`config.mk`:
```
export PLATFORM = sky130hd
export DESIGN_NAME = dual_energy_log_ratio
export DESIGN_NICKNAME = d
export VERILOG_FILES = /design/src/rtl/delr_pkg.sv /design/src/rtl/dual_energy_log_ratio.sv
export SDC_FILE = /design/constraint.sdc
export NUM_CORES = 2
export LEC_CHECK = 0
export BUFFER_PORTS_ARGS = -buffer_cell sky130_fd_sc_hd__buf_2
export CORE_AREA = 2 2 449 451
export DETAILED_ROUTE_END_ITERATION = 16
export DIE_AREA = 0 0 451 453
export PLACE_DENSITY = 0.7
export RECOVER_POWER = 25
export SYNTH_ARGS = -nofsm -noshare
export SYNTH_HDL_FRONTEND = slang
export SYNTH_SLANG_ARGS = --single-unit
export TNS_END_PERCENT = 100
```
`constraint.sdc`:
```
create_clock -name clock -period 33.6 [get_ports clock]
set_input_delay 1.68 -clock clock [delete_from_list [all_inputs] [get_ports clock]]
set_output_delay 1.68 -clock clock [all_outputs]
set_load 0.01 [all_outputs]
```
`src/rtl/delr_pkg.sv`:
```
// Shared types and fixed constants of the dual-energy log ratio block.
package delr_pkg;

   localparam int unsigned FIELD_W    = 18;
   localparam int unsigned OUT_W      = 24;
   localparam int unsigned SQRT_STEPS = 25;

   localparam logic [OUT_W-1:0] OUT_MAX = '1;
   // ln(2) in Q0.32
   localparam logic [31:0]      LN2_Q32 = 32'd2977044472;

   typedef enum logic [1:0] {
      REQ_CLEAR   = 2'd0,
      REQ_SCAN    = 2'd1,
      REQ_COMPUTE = 2'd2
   } req_code_type;

   typedef enum logic [1:0] {
      STATUS_OK     = 2'd0,
      STATUS_DIVZERO = 2'd1,
      STATUS_SAT    = 2'd2
   } status_type;

   typedef enum logic [1:0] {
      MUL_DL = 2'd0,
      MUL_DH = 2'd1,
      MUL_AE = 2'd2
   } mul_job_type;

   typedef enum logic [1:0] {
      DIV_RATIO  = 2'd0,
      DIV_TERM1  = 2'd1,
      DIV_TERM2A = 2'd2,
      DIV_TERM2B = 2'd3
   } div_job_type;

   typedef enum logic [3:0] {
      ST_IDLE,
      ST_LOG_INIT,
      ST_LOG_SQ,
      ST_LOG_MAG,
      ST_LOG_LN1,
      ST_LOG_LN2,
      ST_PREP,
      ST_MUL_LO,
      ST_MUL_HI,
      ST_DIV_INIT,
      ST_DIV_STEP,
      ST_DIV_DONE,
      ST_SQ_T1,
      ST_SQ_T2,
      ST_SQRT,
      ST_FINISH
   } state_type;

endpackage

```
`src/rtl/dual_energy_log_ratio.sv`:
```
// Dual-energy log transmission ratio with propagated uncertainty, bit-serial datapath.
//
//   channel | direction | handshake            | payload
//   --------+-----------+----------------------+------------------------------------------
//   req     | in        | req_valid/req_stall  | req_type, trans_low/high, err_low/high
//   rsp     | out       | rsp_valid/rsp_stall  | ratio_value, ratio_error, status
//
// A clear or scan beat is absorbed in the cycle it is accepted and gives no response.
// A compute beat runs the whole sequence: the two logarithms cost 32 squaring steps
// each on the shared 32x32 multiplier, and the four quotients go through the
// restoring divider one quotient bit per cycle; the square root adds 25 two-bit steps.
// A zero low log or an early saturation shortens the sequence.
// Reset is synchronous and restores both minima to 1.0; the request side is stalled
// whenever the sequencer is busy, while a finished beat waits in the response register.
module dual_energy_log_ratio
   import delr_pkg::*;
#(
   parameter int unsigned FRAC_BITS = 16
) (
   input  logic               clock,
   input  logic               reset,
   input  logic               req_valid,
   output logic               req_stall,
   input  logic [1:0]         req_type,
   input  logic [FIELD_W-1:0] req_trans_low,
   input  logic [FIELD_W-1:0] req_trans_high,
   input  logic [FIELD_W-1:0] req_err_low,
   input  logic [FIELD_W-1:0] req_err_high,
   output logic               rsp_valid,
   input  logic               rsp_stall,
   output logic [OUT_W-1:0]   rsp_ratio_value,
   output logic [OUT_W-1:0]   rsp_ratio_error,
   output logic [1:0]         rsp_status
);

   // Transmissions after substitution never exceed 1.0, so FRAC_BITS+1 bits hold them.
   localparam int unsigned TW   = FRAC_BITS + 1;
   localparam int unsigned HW   = $clog2(FRAC_BITS + 1);
   localparam int unsigned LW   = 32 + HW;              // ln magnitude, Q.32
   localparam int unsigned DW   = TW + LW;              // T * L
   localparam int unsigned AW   = LW + FIELD_W;         // Lh * el
   localparam int unsigned PRW  = LW + 32;              // two-part product
   localparam int unsigned NW   = AW + 32 + FRAC_BITS;  // widest dividend
   localparam int unsigned KMAX = OUT_W + LW;           // longest quotient
   localparam int unsigned CW   = $clog2(KMAX);
   localparam int unsigned XW   = 2 * OUT_W + 1;        // sum of squares
   localparam int unsigned CMPW = (FIELD_W > TW) ? FIELD_W : TW;
   localparam logic [TW-1:0] ONE    = TW'(1) << FRAC_BITS;
   localparam logic [HW-1:0] FRAC_H = HW'(FRAC_BITS);

   state_type   state_ff, state_in;
   logic [TW-1:0] min_low_ff, min_high_ff;
   logic [TW-1:0] tl_ff, th_ff;
   logic [FIELD_W-1:0] el_ff, eh_ff;
   logic          lg_sel_ff;
   logic [31:0]   m_ff, frac_ff;
   logic [HW-1:0] p_ff;
   logic [CW-1:0] cnt_ff;
   logic [LW-1:0] mag_ff, ll_ff, lh_ff;
   logic [63:0]   acc_ff;
   mul_job_type   mjob_ff;
   div_job_type   djob_ff;
   logic [DW-1:0] dl_ff, dh_ff;
   logic [AW-1:0] ae_ff;
   logic [DW-1:0] rem_ff, dd_ff;
   logic [KMAX-1:0] lo_ff, quo_ff;
   logic [OUT_W-1:0] ratio_ff, t1_ff, t2_ff, err_ff;
   logic          sat_ff, esat_ff, divz_ff;
   logic [XW-1:0] x_ff, r_ff, bit_ff;
   logic          rsp_valid_ff;
   logic [OUT_W-1:0] rsp_value_ff, rsp_error_ff;
   status_type    rsp_status_ff;

   logic          req_fire, out_load;
   logic [TW-1:0] sub_low, sub_high;
   logic          scan_low, scan_high;
   logic [TW-1:0] lg_raw;
   logic [HW-1:0] lg_p;
   logic [31:0]   lg_m;
   logic [32:0]   sq_s;
   logic [LW-1:0] mag_new, ln_new;
   logic [31:0]   mul_a, mul_b;
   logic [63:0]   mul_p;
   logic [LW-1:0] mop_src;
   logic [31:0]   mop_b;
   logic [PRW-1:0] mop_res;
   logic [NW-1:0] div_n, div_top;
   logic [DW-1:0] div_d;
   logic          div_wide, div_over;
   logic [KMAX-1:0] div_lo;
   logic [DW:0]   div_t, div_r;
   logic          div_ge;
   logic [XW-1:0] sr_sum;
   logic          sr_ge;

   assign req_fire        = req_valid && !req_stall;
   assign rsp_valid       = rsp_valid_ff;
   assign rsp_ratio_value = rsp_value_ff;
   assign rsp_ratio_error = rsp_error_ff;
   assign rsp_status      = rsp_status_ff;

   // Substitute a zero transmission with its minimum, clamp anything above 1.0.
   always_comb begin
      if (req_trans_low == '0) begin
         sub_low = min_low_ff;
      end else if (CMPW'(req_trans_low) > CMPW'(ONE)) begin
         sub_low = ONE;
      end else begin
         sub_low = TW'(req_trans_low);
      end
      if (req_trans_high == '0) begin
         sub_high = min_high_ff;
      end else if (CMPW'(req_trans_high) > CMPW'(ONE)) begin
         sub_high = ONE;
      end else begin
         sub_high = TW'(req_trans_high);
      end
      scan_low  = (req_trans_low != '0) && (CMPW'(req_trans_low) < CMPW'(min_low_ff));
      scan_high = (req_trans_high != '0) && (CMPW'(req_trans_high) < CMPW'(min_high_ff));
   end

   // Normalise the operand of the current logarithm to a Q1.31 mantissa.
   always_comb begin
      lg_raw = lg_sel_ff ? th_ff : tl_ff;
      if (lg_raw == '0) begin
         lg_raw = TW'(1);
      end
      lg_p = '0;
      for (int i = 0; i < TW; i++) begin
         if (lg_raw[i]) begin
            lg_p = HW'(i);
         end
      end
      lg_m = 32'(lg_raw) << (5'd31 - 5'(lg_p));
   end

   // Square result back in Q1.31 (one guard bit on top), magnitude and ln scaling.
   assign sq_s    = mul_p[63:31];
   assign mag_new = {FRAC_H - p_ff, 32'd0} - {{HW{1'b0}}, frac_ff};
   assign ln_new  = LW'(acc_ff[63:32]) + LW'(mul_p);

   // Operands of the two-part products T*L and Lh*el.
   always_comb begin
      mop_src = (mjob_ff == MUL_AE) ? lh_ff : ll_ff;
      case (mjob_ff)
         MUL_DL:  mop_b = 32'(tl_ff);
         MUL_DH:  mop_b = 32'(th_ff);
         default: mop_b = 32'(el_ff);
      endcase
      mop_res = PRW'(acc_ff) + (PRW'(mul_p) << 32);
   end

   // Dividend and divisor of each quotient; the wide one runs KMAX steps.
   always_comb begin
      div_n    = '0;
      div_d    = '0;
      div_wide = 1'b0;
      unique case (djob_ff)
         DIV_RATIO: begin
            div_n = NW'(lh_ff) << FRAC_BITS;
            div_d = DW'(ll_ff);
         end
         DIV_TERM1: begin
            div_n = NW'(eh_ff) << (32 + FRAC_BITS);
            div_d = dh_ff;
         end
         DIV_TERM2A: begin
            div_n    = NW'(ae_ff) << (32 + FRAC_BITS);
            div_d    = dl_ff;
            div_wide = 1'b1;
         end
         DIV_TERM2B: begin
            div_n = NW'(quo_ff);
            div_d = DW'(ll_ff);
         end
         default: ;
      endcase
      div_top  = div_wide ? (div_n >> KMAX) : (div_n >> OUT_W);
      // A quotient that would not fit the step count is already saturated.
      div_over = div_top >= NW'(div_d);
      div_lo   = div_wide ? div_n[KMAX-1:0]
                          : {div_n[OUT_W-1:0], {(KMAX - OUT_W){1'b0}}};
      div_t    = {rem_ff, lo_ff[KMAX-1]};
      div_r    = div_t - {1'b0, dd_ff};
      div_ge   = div_t >= {1'b0, dd_ff};
      sr_sum   = r_ff + bit_ff;
      sr_ge    = x_ff >= sr_sum;
   end

   // Next state.
   always_comb begin
      state_in = state_ff;
      unique case (state_ff)
         ST_IDLE: begin
            if (req_fire && req_type == REQ_COMPUTE) begin
               state_in = ST_LOG_INIT;
            end
         end
         ST_LOG_INIT: state_in = ST_LOG_SQ;
         ST_LOG_SQ: begin
            if (cnt_ff == '0) begin
               state_in = ST_LOG_MAG;
            end
         end
         ST_LOG_MAG: state_in = ST_LOG_LN1;
         ST_LOG_LN1: state_in = ST_LOG_LN2;
         ST_LOG_LN2: state_in = lg_sel_ff ? ST_PREP : ST_LOG_INIT;
         ST_PREP:    state_in = (ll_ff == '0) ? ST_FINISH : ST_MUL_LO;
         ST_MUL_LO:  state_in = ST_MUL_HI;
         ST_MUL_HI:  state_in = (mjob_ff == MUL_AE) ? ST_DIV_INIT : ST_MUL_LO;
         ST_DIV_INIT: begin
            if (!div_over) begin
               state_in = ST_DIV_STEP;
            end else if (djob_ff == DIV_TERM2A || djob_ff == DIV_TERM2B) begin
               state_in = ST_FINISH;
            end
         end
         ST_DIV_STEP: begin
            if (cnt_ff == '0) begin
               state_in = ST_DIV_DONE;
            end
         end
         ST_DIV_DONE: begin
            if (djob_ff != DIV_TERM2B) begin
               state_in = ST_DIV_INIT;
            end else begin
               state_in = esat_ff ? ST_FINISH : ST_SQ_T1;
            end
         end
         ST_SQ_T1: state_in = ST_SQ_T2;
         ST_SQ_T2: state_in = ST_SQRT;
         ST_SQRT: begin
            if (cnt_ff == '0) begin
               state_in = ST_FINISH;
            end
         end
         ST_FINISH: begin
            if (out_load) begin
               state_in = ST_IDLE;
            end
         end
         default: state_in = ST_IDLE;
      endcase
   end

   // Outputs of the sequencer: handshake and multiplier operand selection.
   always_comb begin
      req_stall = (state_ff != ST_IDLE);
      out_load  = (state_ff == ST_FINISH) && (!rsp_valid_ff || !rsp_stall);
      mul_a     = '0;
      mul_b     = '0;
      unique case (state_ff)
         ST_LOG_SQ: begin
            mul_a = m_ff;
            mul_b = m_ff;
         end
         ST_LOG_LN1: begin
            mul_a = mag_ff[31:0];
            mul_b = LN2_Q32;
         end
         ST_LOG_LN2: begin
            mul_a = 32'(mag_ff[LW-1:32]);
            mul_b = LN2_Q32;
         end
         ST_MUL_LO: begin
            mul_a = mop_src[31:0];
            mul_b = mop_b;
         end
         ST_MUL_HI: begin
            mul_a = 32'(mop_src[LW-1:32]);
            mul_b = mop_b;
         end
         ST_SQ_T1: begin
            mul_a = 32'(t1_ff);
            mul_b = 32'(t1_ff);
         end
         ST_SQ_T2: begin
            mul_a = 32'(t2_ff);
            mul_b = 32'(t2_ff);
         end
         default: ;
      endcase
      mul_p = 64'(mul_a) * 64'(mul_b);
   end

   // Control registers and running minima.
   always_ff @(posedge clock) begin
      if (reset) begin
         state_ff     <= ST_IDLE;
         rsp_valid_ff <= 1'b0;
         min_low_ff   <= ONE;
         min_high_ff  <= ONE;
      end else begin
         state_ff <= state_in;
         if (rsp_valid_ff && !rsp_stall) begin
            rsp_valid_ff <= 1'b0;
         end
         if (out_load) begin
            rsp_valid_ff <= 1'b1;
         end
         if (req_fire) begin
            unique case (req_type)
               REQ_CLEAR: begin
                  min_low_ff  <= ONE;
                  min_high_ff <= ONE;
               end
               REQ_SCAN: begin
                  if (scan_low) begin
                     min_low_ff <= TW'(req_trans_low);
                  end
                  if (scan_high) begin
                     min_high_ff <= TW'(req_trans_high);
                  end
               end
               default: ;
            endcase
         end
      end
   end

   // Datapath: latch the beat, iterate the logs, products, quotients and root.
   always_ff @(posedge clock) begin
      unique case (state_ff)
         ST_IDLE: begin
            tl_ff     <= sub_low;
            th_ff     <= sub_high;
            el_ff     <= req_err_low;
            eh_ff     <= req_err_high;
            lg_sel_ff <= 1'b0;
         end
         ST_LOG_INIT: begin
            m_ff    <= lg_m;
            p_ff    <= lg_p;
            frac_ff <= '0;
            cnt_ff  <= CW'(31);
         end
         ST_LOG_SQ: begin
            // A square of 2.0 or more yields a one bit and halves the mantissa.
            if (sq_s[32]) begin
               m_ff    <= sq_s[32:1];
               frac_ff <= {frac_ff[30:0], 1'b1};
            end else begin
               m_ff    <= sq_s[31:0];
               frac_ff <= {frac_ff[30:0], 1'b0};
            end
            cnt_ff <= cnt_ff - 1'b1;
         end
         ST_LOG_MAG: mag_ff <= mag_new;
         ST_LOG_LN1: acc_ff <= mul_p;
         ST_LOG_LN2: begin
            if (lg_sel_ff) begin
               lh_ff <= ln_new;
            end else begin
               ll_ff <= ln_new;
            end
            lg_sel_ff <= 1'b1;
         end
         ST_PREP: begin
            sat_ff   <= 1'b0;
            esat_ff  <= 1'b0;
            divz_ff  <= (ll_ff == '0);
            ratio_ff <= '0;
            err_ff   <= '0;
            mjob_ff  <= MUL_DL;
            djob_ff  <= DIV_RATIO;
         end
         ST_MUL_LO: acc_ff <= mul_p;
         ST_MUL_HI: begin
            unique case (mjob_ff)
               MUL_DL: begin
                  dl_ff   <= DW'(mop_res);
                  mjob_ff <= MUL_DH;
               end
               MUL_DH: begin
                  dh_ff   <= DW'(mop_res);
                  mjob_ff <= MUL_AE;
               end
               default: ae_ff <= AW'(mop_res);
            endcase
         end
         ST_DIV_INIT: begin
            if (div_over) begin
               sat_ff <= 1'b1;
               if (djob_ff == DIV_RATIO) begin
                  ratio_ff <= OUT_MAX;
                  djob_ff  <= DIV_TERM1;
               end else begin
                  err_ff  <= OUT_MAX;
                  esat_ff <= 1'b1;
                  djob_ff <= DIV_TERM2A;
               end
            end else begin
               rem_ff <= DW'(div_top);
               lo_ff  <= div_lo;
               quo_ff <= '0;
               dd_ff  <= div_d;
               cnt_ff <= div_wide ? CW'(KMAX - 1) : CW'(OUT_W - 1);
            end
         end
         ST_DIV_STEP: begin
            rem_ff <= div_ge ? div_r[DW-1:0] : div_t[DW-1:0];
            lo_ff  <= lo_ff << 1;
            quo_ff <= {quo_ff[KMAX-2:0], div_ge};
            cnt_ff <= cnt_ff - 1'b1;
         end
         ST_DIV_DONE: begin
            unique case (djob_ff)
               DIV_RATIO: begin
                  ratio_ff <= quo_ff[OUT_W-1:0];
                  djob_ff  <= DIV_TERM1;
               end
               DIV_TERM1: begin
                  t1_ff   <= quo_ff[OUT_W-1:0];
                  djob_ff <= DIV_TERM2A;
               end
               DIV_TERM2A: djob_ff <= DIV_TERM2B;
               default:    t2_ff   <= quo_ff[OUT_W-1:0];
            endcase
         end
         ST_SQ_T1: x_ff <= XW'(mul_p);
         ST_SQ_T2: begin
            x_ff   <= x_ff + XW'(mul_p);
            r_ff   <= '0;
            bit_ff <= XW'(1) << (XW - 1);
            cnt_ff <= CW'(SQRT_STEPS - 1);
         end
         ST_SQRT: begin
            if (sr_ge) begin
               x_ff <= x_ff - sr_sum;
               r_ff <= (r_ff >> 1) + bit_ff;
            end else begin
               r_ff <= r_ff >> 1;
            end
            bit_ff <= bit_ff >> 2;
            cnt_ff <= cnt_ff - 1'b1;
            if (cnt_ff == '0) begin
               if (sr_ge && (((r_ff >> 1) + bit_ff) > XW'(OUT_MAX))) begin
                  err_ff <= OUT_MAX;
                  sat_ff <= 1'b1;
               end else if (!sr_ge && ((r_ff >> 1) > XW'(OUT_MAX))) begin
                  err_ff <= OUT_MAX;
                  sat_ff <= 1'b1;
               end else if (sr_ge) begin
                  err_ff <= OUT_W'((r_ff >> 1) + bit_ff);
               end else begin
                  err_ff <= OUT_W'(r_ff >> 1);
               end
            end
         end
         ST_FINISH: begin
            if (out_load) begin
               rsp_value_ff <= ratio_ff;
               rsp_error_ff <= err_ff;
               if (divz_ff) begin
                  rsp_status_ff <= STATUS_DIVZERO;
               end else if (sat_ff) begin
                  rsp_status_ff <= STATUS_SAT;
               end else begin
                  rsp_status_ff <= STATUS_OK;
               end
            end
         end
         default: ;
      endcase
   end

`ifndef SYNTHESIS
   a_min_range: assert property (@(posedge clock) disable iff (reset)
      (min_low_ff != '0) && (min_low_ff <= ONE) && (min_high_ff != '0) && (min_high_ff <= ONE))
      else $error("running minimum left the range 1 LSB to 1.0");

   a_rem_below: assert property (@(posedge clock) disable iff (reset)
      (state_ff == ST_DIV_STEP) |-> (rem_ff < dd_ff))
      else $error("divider remainder not below divisor");

   a_divz_zero: assert property (@(posedge clock) disable iff (reset)
      (rsp_valid && rsp_status == STATUS_DIVZERO) |->
      (rsp_ratio_value == '0 && rsp_ratio_error == '0))
      else $error("zero low log beat carries non-zero fields");

   a_compute_start: assert property (@(posedge clock) disable iff (reset)
      (req_valid && !req_stall && req_type == REQ_COMPUTE) |=> (state_ff == ST_LOG_INIT))
      else $error("compute beat did not start the log sequence");
`endif

endmodule

```
==> flow_summary.ini <==
[outcome]
status = complete, but fails checks
violations = capacitance limit, slew limit

[cells_and_area]
final_common_cell = inv_1
drive_above_1_share = 0.06814
layoutNonFillerInstCount = 12070
layout_common_cells = 1253 x inv_1, 994 x nand2_1, 990 x edfxtp_1
finalNetCount = 10890
syn2layout_area_growth_pct = 8.571

[clock_network]
cts_hold_buffers = 0
cts_num_sinks = 1029
cts_buffers = 109
clockRootBuffer = clkbuf_16
htree_levels = 3
clk_pin_slew_ns = 0.06
clkLatencyLatePin_ns = 0.83
cts-resized-gates = 0
cts_buffer_depth = 3
cts_tree = built
post_cts_buffers = 0

[timing]
hold_viol_final = 0
rsz0062_at_grt = no
post-route-period-util = 0.4241
maxSlewViolCount = 334
fmax_mhz = 70.18
timing.slew.headroom = -0.9655
tns_ns = 0
fin_skew_ns = 0.1203
setup_viol = 0
worstMarginPinSlew_ns = 2.948
post-route-min-period_ns = 14.25

[die]
die_y_um = 453
dieArea_sq_um = 204300
ios = 130
row_count = 164
start_util = 0.4581
die_x_um = 451
core-area_sq_um = 199200

[placed_design]
place_inst = 11860
port_buffers = 129
hpwl_mm = 258.2
gp_congestion = 1.023

[synthesis]
async_flop_share = 0
synth-warning-count = 0
synth_area_sq_um = 91280
ys.flop_type = edfxtp_1
synth_edf_count = 990
ys_seq_area_frac = 0.3342
synth_area_per_cell_sq_um = 9.816
ys_types = 91
ys_seq_elements = 1029
netlist_instances = 9299

[route]
drtPass1Iterations = 9
routedWlPerCell_um = 27.48
dr_wl_met3_mm = 35.62
routed_via_density = 6.042
top_layer_used = met5
met1_length_mm = 132.7
antenna_left = 0
drt-initial-drc-count = 9237
wl_met2_mm = 143.5
num_vias = 72920
drc = 0
wl_mm = 331.6

[min_path]
hold_class = reg2reg
min_from = acc_ff[2]

[critical_path]
start_kind = flip-flop
cpMostUsedCell = fa_1
critPathKind = reg2reg
path_max_fanout = 42
path_buf_inv = 6
arrival_ns = 14.84
endpoint_kind = flip-flop
crit_required_ns = 34.19
startpoint = state_ff[1]
crit_family = adder cells
cpPeakStageDelay_ns = 1.58
critPathSlowestCell = clkbuf_1
rr_startpoint = state_ff[1]

[grt]
overflow = 0
grt_max_degree = 78
antenna_found_initial = 13
grt_use_total = 0.3226
grt_first_pass_wirelength_mm = 485.0
grt_pass1_vias = 71570

[pwr]
power.leakage_uw = 0.04205
power_density_nw_per_um2 = 29.15
ir_worst_vdd_mv = 0.05399

[job]
drv_cap = 10
report_power, final:
part | internal, uW | switching [uW] | leakage, uW | total [uW]
logic | 56.3 | 138 | 0.0310 | 194
clock network | 703 | 555 | 0.00178 | 1260
registers | 1410 | 21.4 | 0.00927 | 1440
per-layer routing:
layer,global-route usage,vias up
met5,0,-
met4,0.1570,8
met3,0.07234,732
met2,0.4827,3999
met1,0.4431,36460
li1,-,31720
final cells by class:
cell class	count	area, sq um
fill	18130	100100
sequential	1029	30510
timing repair buffer	342	2188
tap	2656	3323
antenna	5	12.51
multi-input combinational	6576	54660
inverter	1260	4731
clock inverter	67	822.0
clock buffer	133	2858
flip-flops by register name, summed over array words and instances, names as in the netlist, 49 cells and up:
| signal | cells |
|---|---|
| acc_ff | 64 |
| quo_ff | 61 |
| lo_ff | 61 |
| dd_ff | 54 |
| ae_ff | 55 |
| r_ff | 49 |
| rem_ff | 54 |
| dl_ff | 54 |
| dh_ff | 54 |
| x_ff | 49 |
Yosys cell counts (18+ instances only):
| cell | count | share of area |
|---|---|---|
| nor4_1 | 49 | 0.0034 |
| a31o_2 | 20 | 0.0019 |
| a211oi_1 | 73 | 0.0060 |
| o21ai_0 | 349 | 0.019 |
| nor3_1 | 96 | 0.0053 |
| clkbuf_1 | 402 | 0.017 |
| dfxtp_1 | 39 | 0.0086 |
| o31a_1 | 18 | 0.0017 |
| ha_1 | 593 | 0.081 |
| xor2_1 | 155 | 0.015 |
| buf_1 | 32 | 0.0013 |
| nand4_1 | 76 | 0.0052 |
| fa_1 | 900 | 0.20 |
| a222oi_1 | 24 | 0.0026 |
| o221ai_1 | 19 | 0.0018 |
| o211ai_1 | 72 | 0.0059 |
| a22o_1 | 45 | 0.0043 |
| nand3b_1 | 21 | 0.0017 |
| o21bai_1 | 56 | 0.0046 |
| nand3_1 | 100 | 0.0055 |
| or2_2 | 30 | 0.0021 |
| nor2_1 | 946 | 0.039 |
| a221oi_1 | 29 | 0.0028 |
| mux2_2 | 27 | 0.0033 |
| o31ai_1 | 29 | 0.0024 |
| or4_1 | 18 | 0.0015 |
| and2_1 | 69 | 0.0047 |
| a31oi_1 | 66 | 0.0045 |
| inv_1 | 1254 | 0.052 |
| nor2b_1 | 69 | 0.0047 |
| a21o_1 | 124 | 0.010 |
| a22oi_1 | 132 | 0.011 |
| edfxtp_1 | 990 | 0.33 |
| o21a_1 | 73 | 0.0060 |
| a21oi_1 | 474 | 0.026 |
| and3_1 | 131 | 0.0090 |
| nand2b_1 | 89 | 0.0061 |
| xnor2_1 | 191 | 0.018 |
| nand2_1 | 996 | 0.041 |
| or3_1 | 29 | 0.0020 |
| o22ai_1 | 21 | 0.0014 |
| mux2i_1 | 135 | 0.015 |
worst register-to-register path, delay by kind of cell (launching register included):
kind / cells / cell delay (ns)
buffers and inverters: 6 / 2.33
xor gates and xnor gates: 1 / 0.74
DFF: 1 / 0.78
adders and majority gates: 10 / 5.26
AOI/OAI and AO/OA: 10 / 2.78
and+or+nand+nor: 9 / 2.21
path summary, 6_finish.rpt:
| check | end | slack [ns] | depth (start not counted) |
|---|---|---|---|
| min reg2reg | ae_ff[2] | 0.41 | 0 |
| max | x_ff[48] | 19.35 | 36 |
| max reg2reg | x_ff[48] | 19.35 | 36 |
| min | ae_ff[2] | 0.41 | 0 |
metrics by stage:
step / utilization / total power [uW] / hold WS [ns] / worst slack (ns) / area, sq um
6_report: 0.4974 / 2889 / 0.4061 / 19.35 / 99100
5_1_grt: 0.4973 / 2954 / 0.4158 / 18.87 / 99090
4_1_cts: 0.4979 / 2894 / 0.3931 / 20.05 / 99200
3_5_place_dp: 0.4794 / 1651 / 0.4045 / 20.12 / 95520
3_3_place_gp: 0.4794 / 1649 / 0.4068 / 20.17 / 95520
2_1_floorplan: - / 1556 / 0.4003 / 21.91 / 91320
cells by family after synthesis:
| family | after synthesis | share of synthesized area |
|---|---|---|
| other cells | 1 | 0.00004108 |
| xor+xnor | 346 | 0.03320 |
| flops | 1029 | 0.3342 |
| fa+ha+maj | 1493 | 0.2787 |
| compound gates | 1796 | 0.1295 |
| buf+inv | 1705 | 0.07040 |
| simple gates | 2767 | 0.1358 |
| mux | 162 | 0.01813 |
Note: power is estimated with default switching activity, not from simulation.
